===== src/rtl/core/button_click_classifier_unit_defines.svh =====
// Assertion macros for the button click classifier.
`ifndef BUTTON_CLICK_CLASSIFIER_UNIT_DEFINES_SVH
`define BUTTON_CLICK_CLASSIFIER_UNIT_DEFINES_SVH

`ifndef SYNTHESIS

// Clocked check, held off while reset is high.
`define BCC_ASSERT(label, clk, rst, prop, msg) \
  label: assert property (@(posedge clk) disable iff (rst) prop) else $error(msg);

// Clocked check that also holds through reset.
`define BCC_ASSERT_ALWAYS(label, clk, prop, msg) \
  label: assert property (@(posedge clk) prop) else $error(msg);

`else

`define BCC_ASSERT(label, clk, rst, prop, msg)
`define BCC_ASSERT_ALWAYS(label, clk, prop, msg)

`endif

`endif


===== src/rtl/core/btnclk_pkg.sv =====
// Shared types and constants for the button click classifier.
package btnclk_pkg;

  // Click event codes
  localparam logic [2:0] EV_NONE   = 3'd0;
  localparam logic [2:0] EV_SINGLE = 3'd1;
  localparam logic [2:0] EV_DOUBLE = 3'd2;
  localparam logic [2:0] EV_TRIPLE = 3'd3;
  localparam logic [2:0] EV_LONG   = 3'd4;

  // Configuration register indexes
  localparam logic [1:0] REG_DEBOUNCE = 2'd0;
  localparam logic [1:0] REG_LONG     = 2'd1;
  localparam logic [1:0] REG_WINDOW   = 2'd2;

  // Configuration reset values
  localparam logic [15:0] DEBOUNCE_RST = 16'd50;
  localparam logic [15:0] LONG_RST     = 16'd1000;
  localparam logic [15:0] WINDOW_RST   = 16'd250;

  localparam int NOW_W      = 32;
  localparam int CFG_W      = 16;
  localparam logic [7:0] TALLY_MAX = 8'd255;

  // One result item
  typedef struct packed {
    logic [2:0] last_click_kind;
    logic [7:0] clicks_pending;
    logic       is_pressed;
    logic [2:0] click_event;
  } result_t;

endpackage


===== src/rtl/core/button_click_classifier_unit.sv =====
// Button click classifier: poll-driven single, double, triple and long click detection.
// Datapath: an input register followed by a result register.
// Throughput: one poll per cycle; a stalled result holds the input register, so the
//   input stops once that register is full as well.
// Reset: synchronous; clears the click state, restores the register defaults
//   (debounce 50, long 1000, window 250) and empties both registers.
`include "button_click_classifier_unit_defines.svh"

module button_click_classifier_unit
  import btnclk_pkg::*;
#(
  parameter int TIME_BITS = 32
) (
  input  logic        clk,
  input  logic        rst,
  // Input poll stream
  input  logic        s_tvalid,
  output logic        s_tready,
  input  logic [39:0] s_tdata,   // [0] pin_level, [32:1] now_ms, [39:33] zero
  // Result stream
  output logic        m_tvalid,
  input  logic        m_tready,
  output logic [15:0] m_tdata,   // [2:0] click_event, [3] is_pressed,
                                 // [11:4] clicks_pending, [14:12] last_click_kind, [15] zero
  // Configuration write channel
  input  logic        cfg_valid,
  output logic        cfg_ready,
  input  logic [1:0]  cfg_index,
  input  logic [15:0] cfg_data
);

  localparam int NOW_KEEP = (TIME_BITS < NOW_W) ? TIME_BITS : NOW_W;

  // Configuration registers
  logic [CFG_W-1:0] debounce_lim;
  logic [CFG_W-1:0] long_click_ms;
  logic [CFG_W-1:0] multi_click_window_ms;

  // Click state
  logic                 level_now;
  logic [TIME_BITS-1:0] press_stamp;
  logic [TIME_BITS-1:0] window_stamp;
  logic [7:0]           press_tally;
  logic                 long_seen;
  logic                 debounce_passed;
  logic [2:0]           last_kind;

  // Input register
  logic             in_valid;
  logic             in_pin;
  logic [NOW_W-1:0] in_now;

  // Result register
  logic    out_valid;
  result_t out_result;

  // Next values
  logic                 level_now_next;
  logic [TIME_BITS-1:0] press_stamp_next;
  logic [TIME_BITS-1:0] window_stamp_next;
  logic [7:0]           press_tally_next;
  logic                 long_seen_next;
  logic                 debounce_passed_next;
  logic [2:0]           last_kind_next;
  logic [2:0]           event_next;

  logic                 advance;
  logic [TIME_BITS-1:0] now_t;
  logic [TIME_BITS-1:0] held;
  logic [TIME_BITS-1:0] since_window;
  logic                 held_deb_ok;
  logic                 held_long_ok;
  logic                 window_over;
  logic                 fall;
  logic                 rise;

  // Handshake control
  assign cfg_ready = 1'b1;
  assign advance   = in_valid && (!out_valid || m_tready);
  assign s_tready  = !in_valid || advance;
  assign m_tvalid  = out_valid;
  assign m_tdata   = {1'b0, out_result};

  // Configuration writes; unknown indexes are ignored
  always_ff @(posedge clk) begin
    if (rst) begin
      debounce_lim          <= DEBOUNCE_RST;
      long_click_ms         <= LONG_RST;
      multi_click_window_ms <= WINDOW_RST;
    end else if (cfg_valid && cfg_ready) begin
      case (cfg_index)
        REG_DEBOUNCE: debounce_lim          <= cfg_data;
        REG_LONG:     long_click_ms         <= cfg_data;
        REG_WINDOW:   multi_click_window_ms <= cfg_data;
        default: ;
      endcase
    end
  end

  // Input register
  always_ff @(posedge clk) begin
    if (rst) begin
      in_valid <= 1'b0;
    end else if (s_tready) begin
      in_valid <= s_tvalid;
    end
  end

  always_ff @(posedge clk) begin
    if (s_tvalid && s_tready) begin
      in_pin <= s_tdata[0];
      in_now <= s_tdata[32:1];
    end
  end

  // Elapsed times, modulo the timestamp width
  assign now_t        = TIME_BITS'(in_now[NOW_KEEP-1:0]);
  assign held         = now_t - press_stamp;
  assign since_window = now_t - window_stamp;
  assign held_deb_ok  = held >= TIME_BITS'(debounce_lim);
  assign held_long_ok = held >= TIME_BITS'(long_click_ms);
  assign window_over  = since_window > TIME_BITS'(multi_click_window_ms);
  assign fall         = level_now && !in_pin;
  assign rise         = !level_now && in_pin;

  // Click state update for the poll in the input register
  always_comb begin
    level_now_next       = in_pin;
    press_stamp_next     = press_stamp;
    window_stamp_next    = window_stamp;
    press_tally_next     = press_tally;
    long_seen_next       = long_seen;
    debounce_passed_next = debounce_passed;
    last_kind_next       = last_kind;
    event_next           = EV_NONE;

    if (fall) begin
      press_stamp_next     = now_t;
      window_stamp_next    = now_t;
      debounce_passed_next = 1'b0;
      if (press_tally != TALLY_MAX) begin
        press_tally_next = press_tally + 8'd1;
      end
    end else if (rise) begin
      if (held_deb_ok && held_long_ok) begin
        long_seen_next = 1'b1;
      end
    end else if (in_pin && !debounce_passed && held_deb_ok) begin
      // this poll only arms the debounce flag
      debounce_passed_next = 1'b1;
    end else if (in_pin && window_over) begin
      // window expired: classify and clear
      if (long_seen) begin
        if (press_tally == 8'd1) begin
          event_next = EV_LONG;
        end
        long_seen_next = 1'b0;
      end else begin
        case (press_tally)
          8'd1:    event_next = EV_SINGLE;
          8'd2:    event_next = EV_DOUBLE;
          8'd3:    event_next = EV_TRIPLE;
          default: event_next = EV_NONE;
        endcase
      end
      if (event_next != EV_NONE) begin
        last_kind_next = event_next;
      end
      press_tally_next  = 8'd0;
      window_stamp_next = '0;
    end
  end

  // State registers
  always_ff @(posedge clk) begin
    if (rst) begin
      level_now       <= 1'b1;
      press_stamp     <= '0;
      window_stamp    <= '0;
      press_tally     <= 8'd0;
      long_seen       <= 1'b0;
      debounce_passed <= 1'b0;
      last_kind       <= EV_NONE;
    end else if (advance) begin
      level_now       <= level_now_next;
      press_stamp     <= press_stamp_next;
      window_stamp    <= window_stamp_next;
      press_tally     <= press_tally_next;
      long_seen       <= long_seen_next;
      debounce_passed <= debounce_passed_next;
      last_kind       <= last_kind_next;
    end
  end

  // Result register
  always_ff @(posedge clk) begin
    if (rst) begin
      out_valid <= 1'b0;
    end else if (advance) begin
      out_valid <= 1'b1;
    end else if (m_tready) begin
      out_valid <= 1'b0;
    end
  end

  always_ff @(posedge clk) begin
    if (advance) begin
      out_result.click_event     <= event_next;
      out_result.is_pressed      <= !in_pin;
      out_result.clicks_pending  <= press_tally_next;
      out_result.last_click_kind <= last_kind_next;
    end
  end

  // Checks
  `BCC_ASSERT_ALWAYS(a_empty_after_reset, clk, $past(rst) |-> !m_tvalid, "result valid right after reset")
  `BCC_ASSERT(a_stall_blocks_input, clk, rst, (in_valid && out_valid && !m_tready) |-> !s_tready, "input taken while both registers full")
  `BCC_ASSERT(a_event_sets_kind, clk, rst, (m_tvalid && m_tdata[2:0] != EV_NONE) |-> (m_tdata[14:12] == m_tdata[2:0]), "event does not match last kind")
  `BCC_ASSERT(a_event_clears_tally, clk, rst, (m_tvalid && m_tdata[2:0] != EV_NONE) |-> (m_tdata[11:4] == 8'd0), "event left clicks pending")
  `BCC_ASSERT(a_tally_saturates, clk, rst, (advance && fall && press_tally == TALLY_MAX) |=> (press_tally == TALLY_MAX), "press count wrapped")

endmodule

===== config.mk =====
export PLATFORM = sky130hd
export DESIGN_NAME = button_click_classifier_unit
export DESIGN_NICKNAME = d
export VERILOG_FILES = /design/src/rtl/core/btnclk_pkg.sv /design/src/rtl/core/button_click_classifier_unit.sv
export VERILOG_INCLUDE_DIRS = /design/src /design/src/rtl/core
export SDC_FILE = /design/constraint.sdc
export NUM_CORES = 1
export LEC_CHECK = 0
export ABC_AREA = 0
export BUFFER_PORTS_ARGS = -buffer_cell sky130_fd_sc_hd__buf_2
export CAP_MARGIN = 10
export CORE_MARGIN = 2
export CORE_UTILIZATION = 45
export DETAILED_ROUTE_END_ITERATION = 8
export GPL_TIMING_DRIVEN = 0
export SLEW_MARGIN = 20
export SYNTH_ARGS = -nofsm -noshare
export SYNTH_HDL_FRONTEND = slang
export SYNTH_SLANG_ARGS = --single-unit
export TNS_END_PERCENT = 5

===== constraint.sdc =====
create_clock -name clk -period 7.3 [get_ports clk]
set_clock_uncertainty 0.2 [all_clocks]
set_input_delay 1.46 -clock clk [delete_from_list [all_inputs] [get_ports clk]]
set_output_delay 1.46 -clock clk [all_outputs]
set_load 0.05 [all_outputs]

After elaboration in Yosys (flattened, before gate mapping)
Index checks and enable logic that the tools add are counted.
{"block": "word_totals", "register_bits": 176, "inputBits": 63, "output_inout_bits": 19, "word_cells": 95}
{"block": "op_classes", "addsub": 3, "n_lt_le_gt_ge": 3, "n_eq_ne": 10, "n_mux": 30, "bitwise": 2, "reduce_logical": 29}
{"cell": "32-bit 2-to-1 mux", "count": 4}
{"cell": "32-bit by 16-bit greater-or-equal comparator with 1-bit output", "count": 2}
{"cell": "32-bit subtractor", "count": 2}
{"cell": "8-bit 2-to-1 mux", "count": 5}
{"cell": "3-bit 2-to-1 mux", "count": 11}
{"cell": "32-bit by 16-bit > comparator with 1-bit output", "count": 1}
{"cell": "8-bit by 2-bit equality test with 1-bit output (second input constant)", "count": 2}
{"cell": "1-bit 2-to-1 mux", "count": 9}
{"cell": "8-bit by 1-bit adder with 8-bit output (second input constant)", "count": 1}
{"cell": "8-bit by 1-bit equality test with 1-bit output (second input constant)", "count": 1}
{"cell": "1-bit logical AND", "count": 8}
{"cell": "8-bit != test (second input constant)", "count": 1}
{"cell": "2-bit AND reduction", "count": 4}
{"cell": "2-bit nonzero test", "count": 4}
{"cell": "2-bit != test (second input constant)", "count": 3}
{"cell": "2-bit case mux with 3 select lines", "count": 1}
{"cell": "1-bit logical NOT", "count": 5}
{"cell": "5-bit AND reduction", "count": 1}
{"cell": "4-bit AND reduction", "count": 1}
{"cell": "4-bit OR reduction", "count": 1}
{"cell": "3-bit AND reduction", "count": 1}
{"cell": "3-bit nonzero test", "count": 1}
{"cell": "2-bit by 1-bit equality test with 1-bit output (second input constant)", "count": 1}
{"cell": "2-bit equality test (second input constant)", "count": 1}
{"cell": "4 further kinds", "count": 6}

Longest topological paths before layout
{"block": "logic_depth", "depth_word": 13, "ltp_mapped": 21, "mapped_depth_nobuf": 20}

Least setup slack after synthesis
Ideal clock, no wire load.
{"block": "synth_timing", "path_type": "reg2reg", "start": "reg in_now[0]", "end": "reg window_stamp[22]", "setup_time_ns": 0.089, "t_arrival_ns": 4.106, "required_time_ns": 7.011, "setup_slack_ns": 2.906, "path_stages_with_launch": 22, "path_buffers": 1, "period_less_slack_ns": 4.394, "cell_sequence": "edfxtp_1 > inv_1 > ha_1 > fa_1 > and2b_1 > o2111a_1 > or2_2 > a21o_1 > a21oi_1 > xnor2_1 > ha_1 > nand4_1 > nor3_1 > a221oi_1 > a22oi_1 > a2111o_1 > nor4_2 > nand4_2 > o21ai_4 > nand2_2 > buf_6 > a311oi_2"}
{"block": "synth_between", "elab_chain_cells": 5, "elab_cells_between_ends": 9, "cone_classes": "add/sub: 2; order compare: 2; eq/ne: 1; reduce/logical: 4"}
{"item": "start: declaration", "line_no": "button_click_classifier_unit.sv:51", "rtl": "logic [NOW_W-1:0] in_now;"}
{"item": "start signal: assignment", "line_no": "button_click_classifier_unit.sv:112", "rtl": "in_now <= s_tdata[32:1];"}
{"item": "32-bit subtractor, on equally long branches", "line_no": "button_click_classifier_unit.sv:118, button_click_classifier_unit.sv:119"}
{"item": "32-bit by 16-bit greater-or-equal comparator with 1-bit output or 32-bit by 16-bit > comparator with 1-bit output (tied branches)", "line_no": "button_click_classifier_unit.sv:120, button_click_classifier_unit.sv:122"}
{"item": "1-bit logical AND, on equally long branches", "line_no": "button_click_classifier_unit.sv:148, button_click_classifier_unit.sv:151"}
{"item": "2-bit != test (no source line) or 2-bit nonzero test (tied branches)"}
{"item": "4-bit AND reduction (no source line) *"}
{"item": "end signal: assignment", "line_no": "button_click_classifier_unit.sv:187", "rtl": "window_stamp <= window_stamp_next;"}
{"item": "end: declaration", "line_no": "button_click_classifier_unit.sv:42", "rtl": "logic [TIME_BITS-1:0] window_stamp;"}
Every way passes the cells marked *; elsewhere a longest branch is shown, timed or not.
A chain may end at the register's enable or synchronous reset.

Worst setup path in the final report
{"block": "layout_timing", "start": "reg in_now[8]", "end": "reg window_stamp[25]"}
The elaborated chain is that of the path after synthesis.

==> impl_metrics.env <==
export IMPL_total_leakage_power_uw=0.00495
export IMPL_async_flop_share_pct=0
export IMPL_period_share_pct=76.4
export IMPL_syn_to_final_growth_pct=11.6
export IMPL_drive_above_1_share_pct=11.2
export IMPL_powerDensity_nw_per_um2=197
export IMPL_wl_per_cell_um=17.6
export IMPL_die_height_um=166
export IMPL_hold_violations=0
export IMPL_syn_area_um2=11800
export IMPL_place_congestion=0.957
export IMPL_cp_buffers_inverters=1
export IMPL_grt_max_degree=30
export IMPL_hp_class="reg -> reg"
export IMPL_grt_pass1_vias=10100
export IMPL_max_stage_delay_ps=490
export IMPL_yosysWarnings=0
export IMPL_synth_edf_count=48
export IMPL_die_area_um2=27600
export IMPL_cts_tree="done"
export IMPL_synth_top_flop_cell="dfxtp_1"
export IMPL_ys_top_cells_by_area="dfxtp_1, edfxtp_1, ha_1"
export IMPL_h_tree_depth=4
export IMPL_first_pass_iters=5
export IMPL_cts_buffers=17
export IMPL_avgSynthCellArea_um2=8.19
export IMPL_cpMostUsedCell="ha_1"
export IMPL_fillers=2538
export IMPL_finalCoreUtilization_pct=51.0
export IMPL_fin_ws_ps=1730
export IMPL_synth_top_area_share_pct=21.7
export IMPL_outcome="finished clean"
export IMPL_pin_count=82
export IMPL_cts_setup_buffers=0
export IMPL_clock_sinks=176
export IMPL_critPathKind="reg -> reg"
export IMPL_ys_types=84
export IMPL_finalSetupViolCount=0
export IMPL_path_cells="ha_1 > nand3_1 > or3_1 > a31oi_1 > o31ai_1 > nand2_1 > xor2_1 > ha_1 > nand4_1 > nor3_1 > a221oi_1 > a22oi_1 > a2111o_1 > nor4_2 > nand4_2 > o21ai_4 > nand2_2 > buf_6 > a311oi_2"
export IMPL_critPathMaxFanout=10
export IMPL_dr_total_vias=10600
export IMPL_holdWs_ps=255
export IMPL_cts_resized=0
export IMPL_maxSlewHeadroom_pct=33.7
export IMPL_syn_instance_count=1444
export IMPL_wl_um=33200
export IMPL_vias_per_cell=5.61
export IMPL_core_um2=25900
export IMPL_worstPathRequired_ps=7450
export IMPL_drv_cap=0
export IMPL_post_place_ws_ps=1750
export IMPL_cp_top_family="compound AO/OA/AOI/OAI gates"
export IMPL_cts_hold_buf=0
export IMPL_rows=59
export IMPL_gr_usage_all_layers_pct=24.0
export IMPL_dpl_hpwl_um=26200
export IMPL_drc=0
export IMPL_worstMarginPinSlew_ps=994
export IMPL_multi_input_area_um2=6980
export IMPL_worstSetupStartpointType="flip-flop"
export IMPL_drtAntennaViolNets=0
export IMPL_yosys_area_top_type="dfxtp_1"
export IMPL_yosysSeqAreaShare_pct=33.8
export IMPL_antenna_cells=0
export IMPL_synth_nets=1622
export IMPL_fmax_ghz=0.179
export IMPL_tns_ps=0
export IMPL_ir_worst_vdd_mv=0.154
export IMPL_grt_overflow_total=0
export IMPL_synth_most_common_cell="nand2_1"
export IMPL_clk_pin_slew_ps=80
export IMPL_numPortBuffers=71
export IMPL_slew_viol_final=0
export IMPL_layout_nets=1713
export IMPL_synth_common_cells="nand2_1, a21oi_1, inv_1"
export IMPL_die_w_um=166
export IMPL_grt_pass1_wl_um=53300
export IMPL_cp_data_arrival_time_ps=5720
export IMPL_grt_antenna_before_repair=0
export IMPL_drt_iter0_markers=736
export IMPL_start_util_pct=45.7
export IMPL_end_kind="flip-flop"
export IMPL_synth_seq_cells=176
export IMPL_clk_path_buf_depth=2
export IMPL_ff_latch_area_um2=4000
export IMPL_final_min_clock_period_ps=5570
export IMPL_insertion_delay_ps=440
export IMPL_cts_root_buf="clkbuf_16"
export IMPL_rsz0062_at_grt="false"
export IMPL_critPathSlowestCell="edfxtp_1"
-- worst register-to-register path, cell delays in order, from the launching register on --
cell and delay (ps):
edfxtp_1 490, ha_1 440, nand3_1 160, or3_1 360, a31oi_1 330, o31ai_1 220
nand2_1 180, xor2_1 240, ha_1 290, nand4_1 120, nor3_1 80, a221oi_1 260
a22oi_1 170, a2111o_1 390, nor4_2 180, nand4_2 280, o21ai_4 320, nand2_2 260
buf_6 250, a311oi_2 260
-- through the flow --
step | cells | cell area, µm² | power [µW]
after floorplan | 1444 | 11800 | 1530
after global placement | 1850 | 12600 | 1690
after detailed placement | 1851 | 12600 | 1700
after CTS | 1883 | 13200 | 2620
after global routing | 1883 | 13200 | 2740
final | 1883 | 13200 | 2610
-- flip-flops by register name, indices dropped and copies added (netlist names), 3 cells and up --
signal / count
debounce_lim: 16
in_now: 32
last_kind: 3
long_click_ms: 16
m_tdata: 15
multi_click_window_ms: 16
press_stamp: 32
press_tally: 8
window_stamp: 32
-- metal layers --
layer	part of all wire [%]	track usage, %
met2	44	37.7
met4	1.2	5.52
met5	0	0
met3	4.0	3.10
met1	51	35.1
-- where the power goes --
part | switching (µW) | internal (µW)
clock | 445 | 473
combinational | 393 | 226
sequential | 29.4 | 1040
-- area by class of cell --
| class | instances | share of cell area [%] |
|---|---|---|
| buffer | 74 | 2.45 |
| clock buffer | 20 | 3.47 |
| clock inverter | 12 | 0.853 |
| inverter | 140 | 3.98 |
| multi-input combinational | 1054 | 52.9 |
| sequential | 176 | 30.3 |
| tap | 335 | 3.17 |
| timing repair buffer | 72 | 2.84 |
-- placed cells by master, fill, tap and decap left out, types with 6 or more instances in the layout --
cell type  instances
edfxtp_1          48
clkbuf_1          55
a211o_1            6
nand2_1          217
buf_2             82
a31oi_1           16
xor2_1            15
dfxtp_1          128
a311oi_2          30
mux2i_1            8
o2111ai_1          8
a21oi_1          207
inv_1            139
o21a_1            11
nor3_1            18
o21bai_1          10
o21ai_0           65
or3_1              7
nor2_1            60
clkbuf_16         18
nand3_1           30
nand2b_1          10
nand4_1           24
ha_1             113
a21o_1            30
and3_1             7
a211oi_1          12
xnor2_1           24
o211ai_1          29
-- path summary, 6_finish.rpt --
| path | from | end | slack, ps | cells after the start |
|---|---|---|---|---|
| setup / recovery | in_now[8]$_DFFE_PP_ | window_stamp[25]$_SDFFE_PP0P_ | 1730 | 19 |
| hold reg to reg | press_stamp[27]$_SDFFE_PP0P_ | press_stamp[27]$_SDFFE_PP0P_ | 250 | 2 |
| setup reg to reg | in_now[8]$_DFFE_PP_ | window_stamp[25]$_SDFFE_PP0P_ | 1730 | 19 |
| hold / removal | press_stamp[27]$_SDFFE_PP0P_ | press_stamp[27]$_SDFFE_PP0P_ | 250 | 2 |
-- cell families (layout without fill, tap and decap cells) --
| group | after synthesis | after routing | synth area share (%) |
|---|---|---|---|
| muxes | 9 | 9 | 0.772 |
| and+or+nand+nor | 416 | 416 | 16.1 |
| buffers and inverters | 214 | 318 | 7.18 |
| xor gates and xnor gates | 39 | 39 | 2.89 |
| DFF | 176 | 176 | 33.8 |
| adders and majority gates | 115 | 115 | 12.3 |
| AOI/OAI and AO/OA | 473 | 473 | 26.9 |
| other | 2 | 2 | 0.0635 |
Power figures use the tool's default switching activity.
